$ cat src/rtl/ksm_pkg.sv
// ksm_pkg: sizes, codes, command and configuration types, byte helpers
// used by every module of the key sequence matcher; depends on nothing
`default_nettype none

package ksm_pkg;

  localparam int NUM_SEQS    = 6;
  localparam int MAX_SEQ_LEN = 8;
  localparam int BYTE_W      = 8;
  localparam int SEQ_BITS    = 64;
  localparam int IDX_W       = 3;
  localparam int LEN_W       = 3;
  localparam int KLEN_W      = LEN_W + 1;
  localparam int TMO_W       = 32;
  localparam int CFG_IDX_W   = 3;
  localparam int Q_DEPTH     = 2;
  localparam int QPTR_W      = (Q_DEPTH > 1) ? $clog2(Q_DEPTH) : 1;
  localparam int QCNT_W      = $clog2(Q_DEPTH + 1);

  // configuration register indexes beyond the sequence bank
  localparam logic [CFG_IDX_W-1:0] CFG_SEQ_COUNT = 3'd6;
  localparam logic [CFG_IDX_W-1:0] CFG_TIMEOUT   = 3'd7;

  typedef enum logic [0:0] {
    OP_CHAR = 1'b0,
    OP_TICK = 1'b1
  } op_t;

  typedef enum logic [2:0] {
    KIND_REPLAY  = 3'd0,
    KIND_NOMATCH = 3'd1,
    KIND_PARTIAL = 3'd2,
    KIND_FULL    = 3'd3,
    KIND_TIMEOUT = 3'd4
  } kind_t;

  typedef enum logic [1:0] {
    ST_IDLE,
    ST_SCAN,
    ST_REPLAY,
    ST_TOUT
  } st_t;

  typedef struct packed {
    op_t               op;
    logic              is_zero;
    logic [BYTE_W-1:0] ch;
  } cmd_t;

  typedef logic [NUM_SEQS-1:0][SEQ_BITS-1:0] seq_bank_t;

  typedef struct packed {
    seq_bank_t        seqs;
    logic [IDX_W-1:0] count;
    logic [TMO_W-1:0] timeout;
  } cfg_t;

  // byte k of a sequence word, zero past the maximum length
  function automatic logic [BYTE_W-1:0] seq_byte(input logic [SEQ_BITS-1:0] s,
                                                 input logic [KLEN_W-1:0] k);
    logic [BYTE_W-1:0] r;
    r = '0;
    for (int i = 0; i < MAX_SEQ_LEN; i++) begin
      if (k == KLEN_W'(i)) r = s[BYTE_W*i +: BYTE_W];
    end
    return r;
  endfunction

  // first n bytes of both words agree
  function automatic logic same_prefix(input logic [SEQ_BITS-1:0] a,
                                       input logic [SEQ_BITS-1:0] b,
                                       input logic [KLEN_W-1:0] n);
    logic ok;
    ok = 1'b1;
    for (int i = 0; i < MAX_SEQ_LEN; i++) begin
      if ((KLEN_W'(i) < n) && (a[BYTE_W*i +: BYTE_W] != b[BYTE_W*i +: BYTE_W])) ok = 1'b0;
    end
    return ok;
  endfunction

  // byte n exists (no zero byte up to it) and equals c
  function automatic logic seq_hit(input logic [SEQ_BITS-1:0] s,
                                   input logic [KLEN_W-1:0] n,
                                   input logic [BYTE_W-1:0] c);
    logic ok;
    ok = (n < KLEN_W'(MAX_SEQ_LEN));
    for (int i = 0; i < MAX_SEQ_LEN; i++) begin
      if ((KLEN_W'(i) <= n) && (s[BYTE_W*i +: BYTE_W] == '0)) ok = 1'b0;
    end
    return ok && (seq_byte(s, n) == c);
  endfunction

  // matching byte n completes the sequence
  function automatic logic seq_full(input logic [SEQ_BITS-1:0] s,
                                    input logic [KLEN_W-1:0] n);
    logic [KLEN_W-1:0] nx;
    nx = n + 1'b1;
    return (nx >= KLEN_W'(MAX_SEQ_LEN)) || (seq_byte(s, nx) == '0);
  endfunction

endpackage

`default_nettype wire

$ cat src/rtl/ksm_front.sv
// ksm_front: input register stage that takes items and classifies them
// into commands for the queue; uses ksm_pkg
`default_nettype none

module ksm_front import ksm_pkg::*; (
  input  wire logic              clk,
  input  wire logic              rst,
  input  wire logic              in_valid,
  output logic                   in_ready,
  input  wire logic              opcode,
  input  wire logic [BYTE_W-1:0] char_in,
  output logic                   cmd_valid,
  input  wire logic              cmd_ready,
  output cmd_t                   cmd
);

  logic held;
  cmd_t cmd_reg;

  assign in_ready  = !held || cmd_ready;
  assign cmd_valid = held;
  assign cmd       = cmd_reg;

  // occupancy of the stage
  always_ff @(posedge clk) begin
    if (rst) begin
      held <= 1'b0;
    end else if (in_valid && in_ready) begin
      held <= 1'b1;
    end else if (cmd_ready) begin
      held <= 1'b0;
    end
  end

  // classify on transfer
  always_ff @(posedge clk) begin
    if (in_valid && in_ready) begin
      cmd_reg.op      <= opcode ? OP_TICK : OP_CHAR;
      cmd_reg.is_zero <= (char_in == '0);
      cmd_reg.ch      <= char_in;
    end
  end

endmodule

`default_nettype wire

$ cat src/rtl/ksm_queue.sv
// ksm_queue: short command queue between front and back
// depth set by Q_DEPTH in ksm_pkg
`default_nettype none

module ksm_queue import ksm_pkg::*; (
  input  wire logic clk,
  input  wire logic rst,
  input  wire logic push_valid,
  output logic      push_ready,
  input  cmd_t      push_cmd,
  output logic      pop_valid,
  input  wire logic pop,
  output cmd_t      pop_cmd
);

  cmd_t              entries [Q_DEPTH];
  logic [QPTR_W-1:0] wr_ptr;
  logic [QPTR_W-1:0] rd_ptr;
  logic [QCNT_W-1:0] fill;
  logic              do_push;
  logic              do_pop;

  assign push_ready = (fill != QCNT_W'(Q_DEPTH));
  assign pop_valid  = (fill != '0);
  assign pop_cmd    = entries[rd_ptr];
  assign do_push    = push_valid && push_ready;
  assign do_pop     = pop && pop_valid;

  function automatic logic [QPTR_W-1:0] ptr_inc(input logic [QPTR_W-1:0] p);
    return (p == QPTR_W'(Q_DEPTH - 1)) ? '0 : QPTR_W'(p + 1'b1);
  endfunction

  // pointers and fill level
  always_ff @(posedge clk) begin
    if (rst) begin
      wr_ptr <= '0;
      rd_ptr <= '0;
      fill   <= '0;
    end else begin
      if (do_push) wr_ptr <= ptr_inc(wr_ptr);
      if (do_pop)  rd_ptr <= ptr_inc(rd_ptr);
      unique case ({do_push, do_pop})
        2'b10:   fill <= fill + 1'b1;
        2'b01:   fill <= fill - 1'b1;
        default: fill <= fill;
      endcase
    end
  end

  // entry storage
  always_ff @(posedge clk) begin
    if (do_push) entries[wr_ptr] <= push_cmd;
  end

endmodule

`default_nettype wire

$ cat src/rtl/ksm_back.sv
// ksm_back: matching sequencer, match state and result register; uses ksm_pkg
// scans one sequence per cycle; replays held bytes one per cycle unless stalled
`default_nettype none

module ksm_back import ksm_pkg::*; (
  input  wire logic              clk,
  input  wire logic              rst,
  input  cfg_t                   cfg,
  input  wire logic              cmd_valid,
  output logic                   cmd_pop,
  input  cmd_t                   cmd,
  output logic                   out_valid,
  input  wire logic              out_ready,
  output kind_t                  kind,
  output logic [BYTE_W-1:0]      char_out,
  output logic [IDX_W-1:0]       seq_index,
  output logic                   last
);

  st_t                 state;
  st_t                 state_next;
  logic [IDX_W-1:0]    candidate;
  logic [LEN_W-1:0]    matched;
  logic [TMO_W-1:0]    idle_ticks;
  logic [IDX_W-1:0]    cand;
  logic [LEN_W-1:0]    len;
  logic [LEN_W-1:0]    k;
  logic [SEQ_BITS-1:0] held_seq;
  logic [BYTE_W-1:0]   ch;
  logic                czero;
  logic                tout_mode;

  logic [IDX_W-1:0]    count_eff;
  logic [IDX_W-1:0]    sel;
  logic [SEQ_BITS-1:0] rd_seq;
  logic [KLEN_W-1:0]   len_k;
  logic                in_range;
  logic                hit;
  logic                full;
  logic                k_last;
  logic                can_emit;
  logic [TMO_W-1:0]    idle_inc;
  logic                tmo_fire;

  logic                emit;
  kind_t               res_kind;
  logic [BYTE_W-1:0]   res_char;
  logic [IDX_W-1:0]    res_idx;
  logic                res_last;

  // sequence read port and match evaluation
  always_comb begin
    count_eff = (cfg.count > IDX_W'(NUM_SEQS)) ? IDX_W'(NUM_SEQS) : cfg.count;
    sel       = (state == ST_IDLE) ? candidate : cand;
    rd_seq    = (sel < IDX_W'(NUM_SEQS)) ? cfg.seqs[sel] : '0;
    len_k     = {1'b0, len};
    in_range  = (cand < count_eff);
    hit       = in_range && !czero && seq_hit(rd_seq, len_k, ch)
                && same_prefix(held_seq, rd_seq, len_k);
    full      = seq_full(rd_seq, len_k);
    k_last    = (k == LEN_W'(len - 1'b1));
    can_emit  = !out_valid || out_ready;
    idle_inc  = (idle_ticks == '1) ? idle_ticks : idle_ticks + 1'b1;
    tmo_fire  = (matched != '0) && (cfg.timeout != '0) && (idle_inc >= cfg.timeout);
    cmd_pop   = (state == ST_IDLE) && cmd_valid;
  end

  // next state
  always_comb begin
    state_next = state;
    unique case (state)
      ST_IDLE: begin
        if (cmd_valid) begin
          if (cmd.op == OP_CHAR) state_next = ST_SCAN;
          else if (tmo_fire)     state_next = ST_REPLAY;
        end
      end
      ST_SCAN: begin
        if (in_range) begin
          if (hit && can_emit) state_next = ST_IDLE;
        end else if (len == '0) begin
          if (can_emit) state_next = ST_IDLE;
        end else begin
          state_next = ST_REPLAY;
        end
      end
      ST_REPLAY: begin
        if (can_emit && k_last) state_next = tout_mode ? ST_TOUT : ST_SCAN;
      end
      ST_TOUT: begin
        if (can_emit) state_next = ST_IDLE;
      end
      default: state_next = ST_IDLE;
    endcase
  end

  // result generation
  always_comb begin
    emit     = 1'b0;
    res_kind = KIND_NOMATCH;
    res_char = '0;
    res_idx  = '0;
    res_last = 1'b1;
    unique case (state)
      ST_SCAN: begin
        if (in_range && hit) begin
          emit     = can_emit;
          res_kind = full ? KIND_FULL : KIND_PARTIAL;
          res_idx  = full ? cand : '0;
        end else if (!in_range && (len == '0)) begin
          emit     = can_emit;
          res_kind = KIND_NOMATCH;
          res_char = ch;
        end
      end
      ST_REPLAY: begin
        emit     = can_emit;
        res_kind = KIND_REPLAY;
        res_char = seq_byte(held_seq, {1'b0, k});
        res_last = 1'b0;
      end
      ST_TOUT: begin
        emit     = can_emit;
        res_kind = KIND_TIMEOUT;
      end
      default: emit = 1'b0;
    endcase
  end

  // control state and match state
  always_ff @(posedge clk) begin
    if (rst) begin
      state      <= ST_IDLE;
      candidate  <= '0;
      matched    <= '0;
      idle_ticks <= '0;
      out_valid  <= 1'b0;
    end else begin
      state <= state_next;
      if (emit)           out_valid <= 1'b1;
      else if (out_ready) out_valid <= 1'b0;
      unique case (state)
        ST_IDLE: begin
          if (cmd_valid && (cmd.op == OP_TICK)) idle_ticks <= idle_inc;
        end
        ST_SCAN: begin
          if (in_range && hit && can_emit) begin
            if (full) begin
              candidate  <= '0;
              matched    <= '0;
            end else begin
              candidate  <= cand;
              matched    <= LEN_W'(len + 1'b1);
            end
            idle_ticks <= '0;
          end else if (!in_range && (len == '0) && can_emit) begin
            candidate  <= '0;
            matched    <= '0;
            idle_ticks <= '0;
          end
        end
        ST_REPLAY: begin
          if (can_emit && k_last && !tout_mode) begin
            candidate  <= '0;
            matched    <= '0;
            idle_ticks <= '0;
          end
        end
        ST_TOUT: begin
          if (can_emit) begin
            candidate  <= '0;
            matched    <= '0;
            idle_ticks <= '0;
          end
        end
        default: ;
      endcase
    end
  end

  // working registers of the current command
  always_ff @(posedge clk) begin
    unique case (state)
      ST_IDLE: begin
        if (cmd_valid) begin
          held_seq  <= rd_seq;
          cand      <= candidate;
          len       <= matched;
          ch        <= cmd.ch;
          czero     <= cmd.is_zero;
          tout_mode <= (cmd.op == OP_TICK);
          k         <= '0;
        end
      end
      ST_SCAN: begin
        if (in_range && !hit) cand <= IDX_W'(cand + 1'b1);
        k <= '0;
      end
      ST_REPLAY: begin
        if (can_emit) begin
          k <= LEN_W'(k + 1'b1);
          if (k_last && !tout_mode) begin
            cand <= '0;
            len  <= '0;
          end
        end
      end
      default: ;
    endcase
  end

  // result register
  always_ff @(posedge clk) begin
    if (emit) begin
      kind      <= res_kind;
      char_out  <= res_char;
      seq_index <= res_idx;
      last      <= res_last;
    end
  end

endmodule

`default_nettype wire

$ cat src/rtl/key_sequence_matcher_core.sv
// key_sequence_matcher_core: top level with configuration registers,
// built from ksm_front, ksm_queue and ksm_back; uses ksm_pkg
//
//   channel | signals                                   | direction
//   --------+-------------------------------------------+----------
//   in      | in_valid in_ready opcode char_in          | input
//   out     | out_valid out_ready kind char_out         | output
//           | seq_index last                            |
//   cfg     | cfg_valid cfg_ready cfg_index cfg_data    | input
//
// a character is dispatched from the queue, then the scan probes the sequences in
// turn (up to 6) with a closing step when none hits, replays the held bytes
// (up to 7) and runs a second scan after a replay
// a tick is dispatched and, when it times out, replays the held bytes and then gives a timeout result
// every result waits in the output register; a stall there holds the sequencer,
// while the front stage and the two-entry queue keep taking items
// reset clears match state, configuration and all valid flags at once
`default_nettype none

module key_sequence_matcher_core import ksm_pkg::*; (
  input  wire logic                 clk,
  input  wire logic                 rst,
  input  wire logic                 in_valid,
  output logic                      in_ready,
  input  wire logic                 opcode,
  input  wire logic [BYTE_W-1:0]    char_in,
  output logic                      out_valid,
  input  wire logic                 out_ready,
  output logic [2:0]                kind,
  output logic [BYTE_W-1:0]         char_out,
  output logic [IDX_W-1:0]          seq_index,
  output logic                      last,
  input  wire logic                 cfg_valid,
  output logic                      cfg_ready,
  input  wire logic [CFG_IDX_W-1:0] cfg_index,
  input  wire logic [SEQ_BITS-1:0]  cfg_data
);

  cfg_t  cfg;
  logic  f_valid;
  logic  f_ready;
  cmd_t  f_cmd;
  logic  q_valid;
  logic  q_pop;
  cmd_t  q_cmd;
  kind_t b_kind;

  assign cfg_ready = 1'b1;
  assign kind      = b_kind;

  // configuration registers
  always_ff @(posedge clk) begin
    if (rst) begin
      cfg <= '0;
    end else if (cfg_valid && cfg_ready) begin
      if (cfg_index < CFG_IDX_W'(NUM_SEQS)) begin
        cfg.seqs[cfg_index] <= cfg_data;
      end else if (cfg_index == CFG_SEQ_COUNT) begin
        cfg.count <= cfg_data[IDX_W-1:0];
      end else if (cfg_index == CFG_TIMEOUT) begin
        cfg.timeout <= cfg_data[TMO_W-1:0];
      end
    end
  end

  ksm_front u_front (
    .clk       (clk),
    .rst       (rst),
    .in_valid  (in_valid),
    .in_ready  (in_ready),
    .opcode    (opcode),
    .char_in   (char_in),
    .cmd_valid (f_valid),
    .cmd_ready (f_ready),
    .cmd       (f_cmd)
  );

  ksm_queue u_queue (
    .clk        (clk),
    .rst        (rst),
    .push_valid (f_valid),
    .push_ready (f_ready),
    .push_cmd   (f_cmd),
    .pop_valid  (q_valid),
    .pop        (q_pop),
    .pop_cmd    (q_cmd)
  );

  ksm_back u_back (
    .clk       (clk),
    .rst       (rst),
    .cfg       (cfg),
    .cmd_valid (q_valid),
    .cmd_pop   (q_pop),
    .cmd       (q_cmd),
    .out_valid (out_valid),
    .out_ready (out_ready),
    .kind      (b_kind),
    .char_out  (char_out),
    .seq_index (seq_index),
    .last      (last)
  );

endmodule

`default_nettype wire

$ cat config.mk
export PLATFORM = sky130hd
export DESIGN_NAME = key_sequence_matcher_core
export DESIGN_NICKNAME = d
export VERILOG_FILES = /design/src/rtl/ksm_pkg.sv /design/src/rtl/ksm_front.sv /design/src/rtl/ksm_queue.sv /design/src/rtl/ksm_back.sv /design/src/rtl/key_sequence_matcher_core.sv
export SDC_FILE = /design/constraint.sdc
export NUM_CORES = 2
export LEC_CHECK = 0
export BUFFER_PORTS_ARGS = -buffer_cell sky130_fd_sc_hd__buf_2
export CAP_MARGIN = 20
export CORE_ASPECT_RATIO = 1.75
export CORE_MARGIN = 2
export CORE_UTILIZATION = 45
export DETAILED_ROUTE_END_ITERATION = 8
export SETUP_SLACK_MARGIN = 0.15
export SLEW_MARGIN = 20
export SYNTH_ARGS = -nofsm -noshare
export SYNTH_HDL_FRONTEND = slang
export SYNTH_SLANG_ARGS = --single-unit
$ cat constraint.sdc
create_clock -name clk -period 7.7 [get_ports clk]
set_input_delay 0.77 -clock clk [delete_from_list [all_inputs] [get_ports clk]]
set_output_delay 0.77 -clock clk [all_outputs]
set_load 0.1 [all_outputs]
# == Word-level counts from Yosys, hierarchy flattened ==
# Memories as Yosys holds them, arrays and structs flattened. A register that Yosys moved wholly into a read port is not among the register bits.
# Cells that the tools add are included.
# word_totals
ff_bits,573
mem_bits_rw,20
out_inout_bits,18
elab_cells,301
memories,1
# mem_list
memory,depth,width,rd,rd_ports_with_merged_regs,wr,line_no,text
u_queue.entries,2,10,1,1,1,ksm_queue.sv:16,cmd_t entries [Q_DEPTH];
# op_classes
addsub,10
magnitude_cmp,23
n_eq_ne,50
n_mux,105
bitwise,2
n_reduce_logical,79
# op_table
cell,count
bitwise mux 384 bit,1
two-way mux 8 bit,26
binary-select mux 64 bit (select 3 bit),1
demux 64 bit (select 3 bit),1
two-way mux 32 bit,6
two-way mux 64 bit,3
one-hot mux 32 bit (4 select lines),1
zero test 8 bit,10
inequality test 8 bit,7
two-way mux 3 bit,17
one-hot mux 3 bit (3 select lines),5
logical AND 1 bit,35
adder 32 x 1 -> 32 bit (second input constant),1
== test 32 bit (second input constant),1
>= comparator 32 bit,1
nonzero test 32 bit,1
== test 3 bit (second input constant),10
two-way mux 1 bit,30
AND reduction 4 bit,5
two-way mux 2 bit,9
== test 4 x 3 -> 1 bit (second input constant),4
one-hot mux 8 bit (2 select lines),1
inequality test 2 x 1 -> 1 bit (second input constant),7
== test 3 x 2 -> 1 bit (second input constant),4
44 further kinds,82

# == Longest topological paths before layout ==
# logic_depth
depth_word,21
mapped_depth,19

# == Cells and area by module ==
# From an unflattened synthesis, not the netlist that was laid out.
# hier_totals
cells_unflattened,3500
area_unflattened_um2,32346.0
# by_module_without_submodules
module,instances,cells_per_inst,area_per_inst_um2,seq_area_each_um2
key_sequence_matcher_core,1,1440,16198.0,8388.0
ksm_back,1,1987,14846.7,3763.6
ksm_queue,1,55,940.9,700.7
ksm_front,1,18,360.3,320.3

# == Worst setup path before layout ==
# OpenSTA, ideal clock, no wires.
# synth_timing
kind,register to register
start,reg u_back.state[0]
end,reg u_back.char_out[0] (enable)
setup_time_ns,0.411
t_arrival_ns,5.303
setup_slack_ns,1.986
path_stages_with_launch,18
path_buffers,4
synth_period_minus_slack_ns,5.714
cell_sequence,dfxtp_1 -> inv_1 -> ha_1 -> buf_4 -> mux2i_1 -> buf_2 -> buf_1 -> mux2_2 -> a222oi_1 -> xnor2_1 -> nor4_1 -> a21oi_1 -> a2111oi_0 -> nand4_1 -> nor4_1 -> buf_2 -> a21oi_1 -> a211oi_1
# synth_between
elab_chain_len,20
elab_cells_between_ends,69
# synth_rtl
item,line_no,text
from (decl),ksm_back.sv:20,st_t state;
from (signal assigned),ksm_back.sv:139,state <= state_next;
zero test 2 bit,ksm_back.sv:54,sel = (state == ST_IDLE) ? candidate : cand;
two-way mux 3 bit,ksm_back.sv:54,
binary-select mux 64 bit (select 3 bit),ksm_back.sv:55,rd_seq = (sel < IDX_W'(NUM_SEQS)) ? cfg.seqs[sel] : '0;
two-way mux 64 bit (implied by the code),ksm_back.sv:55,
two-way mux 64 bit,ksm_back.sv:55,
two-way mux 8 bit or zero test 8 bit (tied branches),"ksm_pkg.sv:64, ksm_pkg.sv:88",
"two-way mux 8 bit, or another cell as far along",ksm_pkg.sv:64,if (k == KLEN_W'(i)) r = s[BYTE_W*i +: BYTE_W];
two-way mux 8 bit or two-way mux 1 bit (tied branches) (6 in series),"ksm_pkg.sv:64, ksm_pkg.sv:88",
== test 8 bit or two-way mux 1 bit (tied branches),"ksm_pkg.sv:90, ksm_pkg.sv:88",
logical AND 1 bit,ksm_pkg.sv:90,"return ok && (seq_byte(s, n) == c);"
logical AND 1 bit,ksm_back.sv:58,"hit = in_range && !czero && seq_hit(rd_seq, len_k, ch)"
logical AND 1 bit,ksm_back.sv:59,"&& same_prefix(held_seq, rd_seq, len_k);"
logical AND 1 bit,ksm_back.sv:106,if (in_range && hit) begin
two-way mux 1 bit,ksm_back.sv:106,
one-hot mux 1 bit (2 select lines) *,ksm_back.sv:104,unique case (state)
net u_back.emit,ksm_back.sv:45,logic emit;
to (signal assigned),ksm_back.sv:216,char_out <= res_char;
to (decl),ksm_back.sv:15,"output logic [BYTE_W-1:0] char_out,"
# Mark *: on every way through the listed nets, which the timed path passes. The rest lies on a longest branch. The select of a mux whose other input is x is not followed.
# A chain may end at the register's enable or synchronous reset.

# == Final worst setup path ==
# layout_timing
start,reg u_back.state[0]
end,reg u_back.idle_ticks[4]
# layout_between
elab_chain_len,21
elab_cells_between_ends,74
# layout_rtl
item,line_no,text
zero test 2 bit,"ksm_back.sv:54, ksm_back.sv:142",
two-way mux 3 bit,ksm_back.sv:54,
binary-select mux 64 bit (select 3 bit),ksm_back.sv:55,
two-way mux 64 bit (implied by the code),ksm_back.sv:55,
two-way mux 64 bit,ksm_back.sv:55,
two-way mux 8 bit or zero test 8 bit (tied branches),"ksm_pkg.sv:64, ksm_pkg.sv:88",
"two-way mux 8 bit, or another cell as far along",ksm_pkg.sv:64,
two-way mux 8 bit or two-way mux 1 bit (tied branches) (6 in series),"ksm_pkg.sv:64, ksm_pkg.sv:88",
== test 8 bit or two-way mux 1 bit (tied branches),"ksm_pkg.sv:90, ksm_pkg.sv:88",
logical AND 1 bit,ksm_pkg.sv:90,
logical AND 1 bit,ksm_back.sv:58,
logical AND 1 bit,ksm_back.sv:59,
logical AND 1 bit (2 in series),ksm_back.sv:147,if (in_range && hit && can_emit) begin
inequality test 3 x 1 -> 1 bit (no line) or two-way mux 32 bit (tied branches),-,
AND reduction 4 bit (no line) or one-hot mux 32 bit (4 select lines) (tied branches),-,
to (signal assigned),ksm_back.sv:144,if (cmd_valid && (cmd.op == OP_TICK)) idle_ticks <= idle_inc;
to (decl),ksm_back.sv:24,logic [TMO_W-1:0] idle_ticks;
# Several ways; a longest one is shown, not always the timed one. The select of a mux whose other input is x is not followed.

==> metrics.cfg <==
[status]
status=finished, final reports clean

[die]
start_util_pct=45.4
core_area_sq_um=63200
die_x_um=195
io_pins=99
fp.dieH_um=338
die-area_sq_um=65800
rows=122

[drt]
first_pass_iters=7
drt_iter0_markers=2420
drt_wl_total_um=101000
drt-met1-wl_um=39000
viasPerCell=6.01
vias=25200
detail_route.wl_per_cell_um=24.1
drc=0
wl_met2_um=50000
routed-wl-met3_um=5660
top_layer=met4
ant_nets=0

[grt]
grt_max_degree=148
gr-usage-all-layers_pct=30.2
grt_pass1_vias=24700
globalRouteOverflowTotal=0
antenna_found_initial=0
grt_pass1_wl_um=151000

[power_and_ir_drop]
total_leakage_power_nw=11.7
p_total_mw=9.83
ir_drop_mv=0.187
power_density_nw_per_um2=310

[synthesis]
synth_top_area_cell=dfxtp_1
synth_top_area_share_pct=32.6
yosysUniqueCellTypes=69
syn_nets=3502
seq_area_frac_synth_pct=46.0
syn_avg_cell_area_sq_um=8.52
netlist_area_sq_um=28700
synth_edf_count=128
synthCells=3365
synth_flop_cell=dfxtp_1
yosys_warnings=0
synth_area_leaders=dfxtp_1, edfxtp_1, nand2_1
synth_seq_cells=594
synthArstFlopShare_pct=0

[worst_setup_path]
reg2reg_from=u_back.state[0]$_SDFFE_PP0P_
endpoint_kind=register
cp_data_required_time_ns=8.17
crit_chain=inv_1 -> ha_1 -> mux2i_4 -> buf_12 -> mux2_2 -> a222oi_1 -> xnor2_1 -> nor4_1 -> a21boi_0 -> a2111oi_1 -> nand4_1 -> or4_1 -> a21oi_4 -> o21ai_0
worst-setup-path-type=register to register
cp.arrival_ns=7.07
worst-path-stages=14
start_kind=register
startpoint=u_back.state[0]$_SDFFE_PP0P_
crit_fanout=47
slowest_stage=a222oi_1
cpLargestDelayFamily=compound AO/OA/AOI/OAI gates
crit_buf_inv=2
max_stage_delay_ns=0.83
r2r_cells=14

[hold_path]
min_path_type=primary input to register
hold_start=opcode
hold_depth=1

[cts]
postCtsSetupBuffers=0
cts_root_buffer=clkbuf_16
cts_max_level=2
clock_sinks=594
clk_path_buf_depth=3
cts_made_buffers=55
hold_buffers=0
clk_pin_slew_ns=0.07
cts_tree=done
clk_latency_ns=0.63
cts-resized-gates=0

[placed_design]
placed_area_sq_um=29800
place.port_buffers=97
dp.cells=4093
gp_congestion=0.985
pre_cts_slack_ns=1.17
hpwl_um=66400

[timing]
hold_viol=0
rsz0062_at_grt=false
hold-worst-slack_ns=0.327
tns_ns=0
layout_worst_path_cycle_share_pct=85.7
finalClockSkew_ns=0.0149
worst_slew_pin_slew_ns=1.15
max_slew_margin_pct=23.1
slew_violations=0
setup_ws_ns=1.10
fmax_mhz=152
period_minus_slack_ns=6.60
finalSetupViolCount=0

[final_layout]
area_growth_pct=10.7
largest_reg_flops=419
regMostFlops=cfg
utilization_pct=50.2
stdcell_area_sq_um=31700
n_antenna_cell=0
layout-drive-gt1-share_pct=14.0
layout.nets=3481
top_regs=cfg: 419 flops, u_back.held_seq: 64 flops, u_back.idle_ticks: 32 flops
layout.cells.non_filler=4195

[run]
max-cap-violations=0

layout by cell type (no fill, tap or decap), drive strengths merged, types with 56 or more instances in the layout:
cell	instances
nand2	945
a21oi	470
dfxtp	466
mux2	197
buf	153
edfxtp	128
inv	125
o21ai	88
nor2	80
clkbuf	78
xnor2	77
a222oi	62
ha	56
routing by layer:
layer / up-vias / track usage, %
met2: 1001 / 52.9
li1: 11700 / -
met1: 12300 / 35.2
met3: 270 / 3.92
met5: - / 0
met4: 0 / 18.6
worst register-to-register path, cell delays in order, from the launching register on:
cell and delay [ns]:
dfxtp_1 0.34, inv_1 0.13, ha_1 0.73, mux2i_4 0.65, buf_12 0.32, mux2_2 0.43, a222oi_1 0.83, xnor2_1 0.13
nor4_1 0.34, a21boi_0 0.22, a2111oi_1 0.50, nand4_1 0.24, or4_1 0.66, a21oi_4 0.68, o21ai_0 0.21
where the power goes:
group	switching [mW]	total, mW	internal (mW)
Combinational	2.17	3.14	0.973
Sequential	0.280	3.83	3.55
Clock	1.24	2.86	1.62
Total	3.69	9.83	6.14
synthesized netlist by cell type (11+ instances only):
| cell type | n |
|---|---|
| a221oi_1 | 11 |
| o22ai_1 | 11 |
| a21oi_1 | 469 |
| buf_1 | 13 |
| ha_1 | 56 |
| buf_2 | 17 |
| clkbuf_1 | 193 |
| mux2i_1 | 19 |
| dfxtp_1 | 466 |
| nor2b_1 | 27 |
| mux2_2 | 197 |
| nand3_1 | 21 |
| a222oi_1 | 62 |
| o211ai_1 | 22 |
| edfxtp_1 | 128 |
| a21o_1 | 16 |
| nor3_1 | 24 |
| xor2_1 | 20 |
| xnor2_1 | 77 |
| nand2_1 | 945 |
| nand2b_1 | 15 |
| inv_1 | 123 |
| a22oi_1 | 37 |
| o21ai_0 | 87 |
| nand4_1 | 38 |
| a31oi_1 | 14 |
| nor4_1 | 27 |
| nor2_1 | 80 |
cell type report:
class                      instances  area, sq um
fill                            6074        31500
multi-input combinational       2417        14200
sequential                       594        13200
clock buffer                      78         1610
tap                              806         1010
timing repair buffer             153          995
inverter                         123          462
clock inverter                    24          255
path summary, 6_finish.rpt:
| check | to | slack, ns |
|---|---|---|
| worst max register to register | u_back.idle_ticks[4]$_SDFFE_PP0P_ | 1.10 |
| worst min register to register | cfg[241]$_SDFFE_PP0P_ | 0.45 |
| worst max-delay path | u_back.idle_ticks[4]$_SDFFE_PP0P_ | 1.10 |
| worst min-delay path | u_front.cmd[9]$_DFFE_PP_ | 0.33 |
cell families after synthesis:
group | Yosys count | synth area share [%]
fa+ha+maj | 56 | 2.44
other cells | 1 | 0.0131
buf+inv | 354 | 4.85
mux | 219 | 8.61
compound gates | 806 | 17.1
flops | 594 | 46.0
simple gates | 1238 | 18.1
xor+xnor | 97 | 2.96
(Power assumes the default switching activity.)
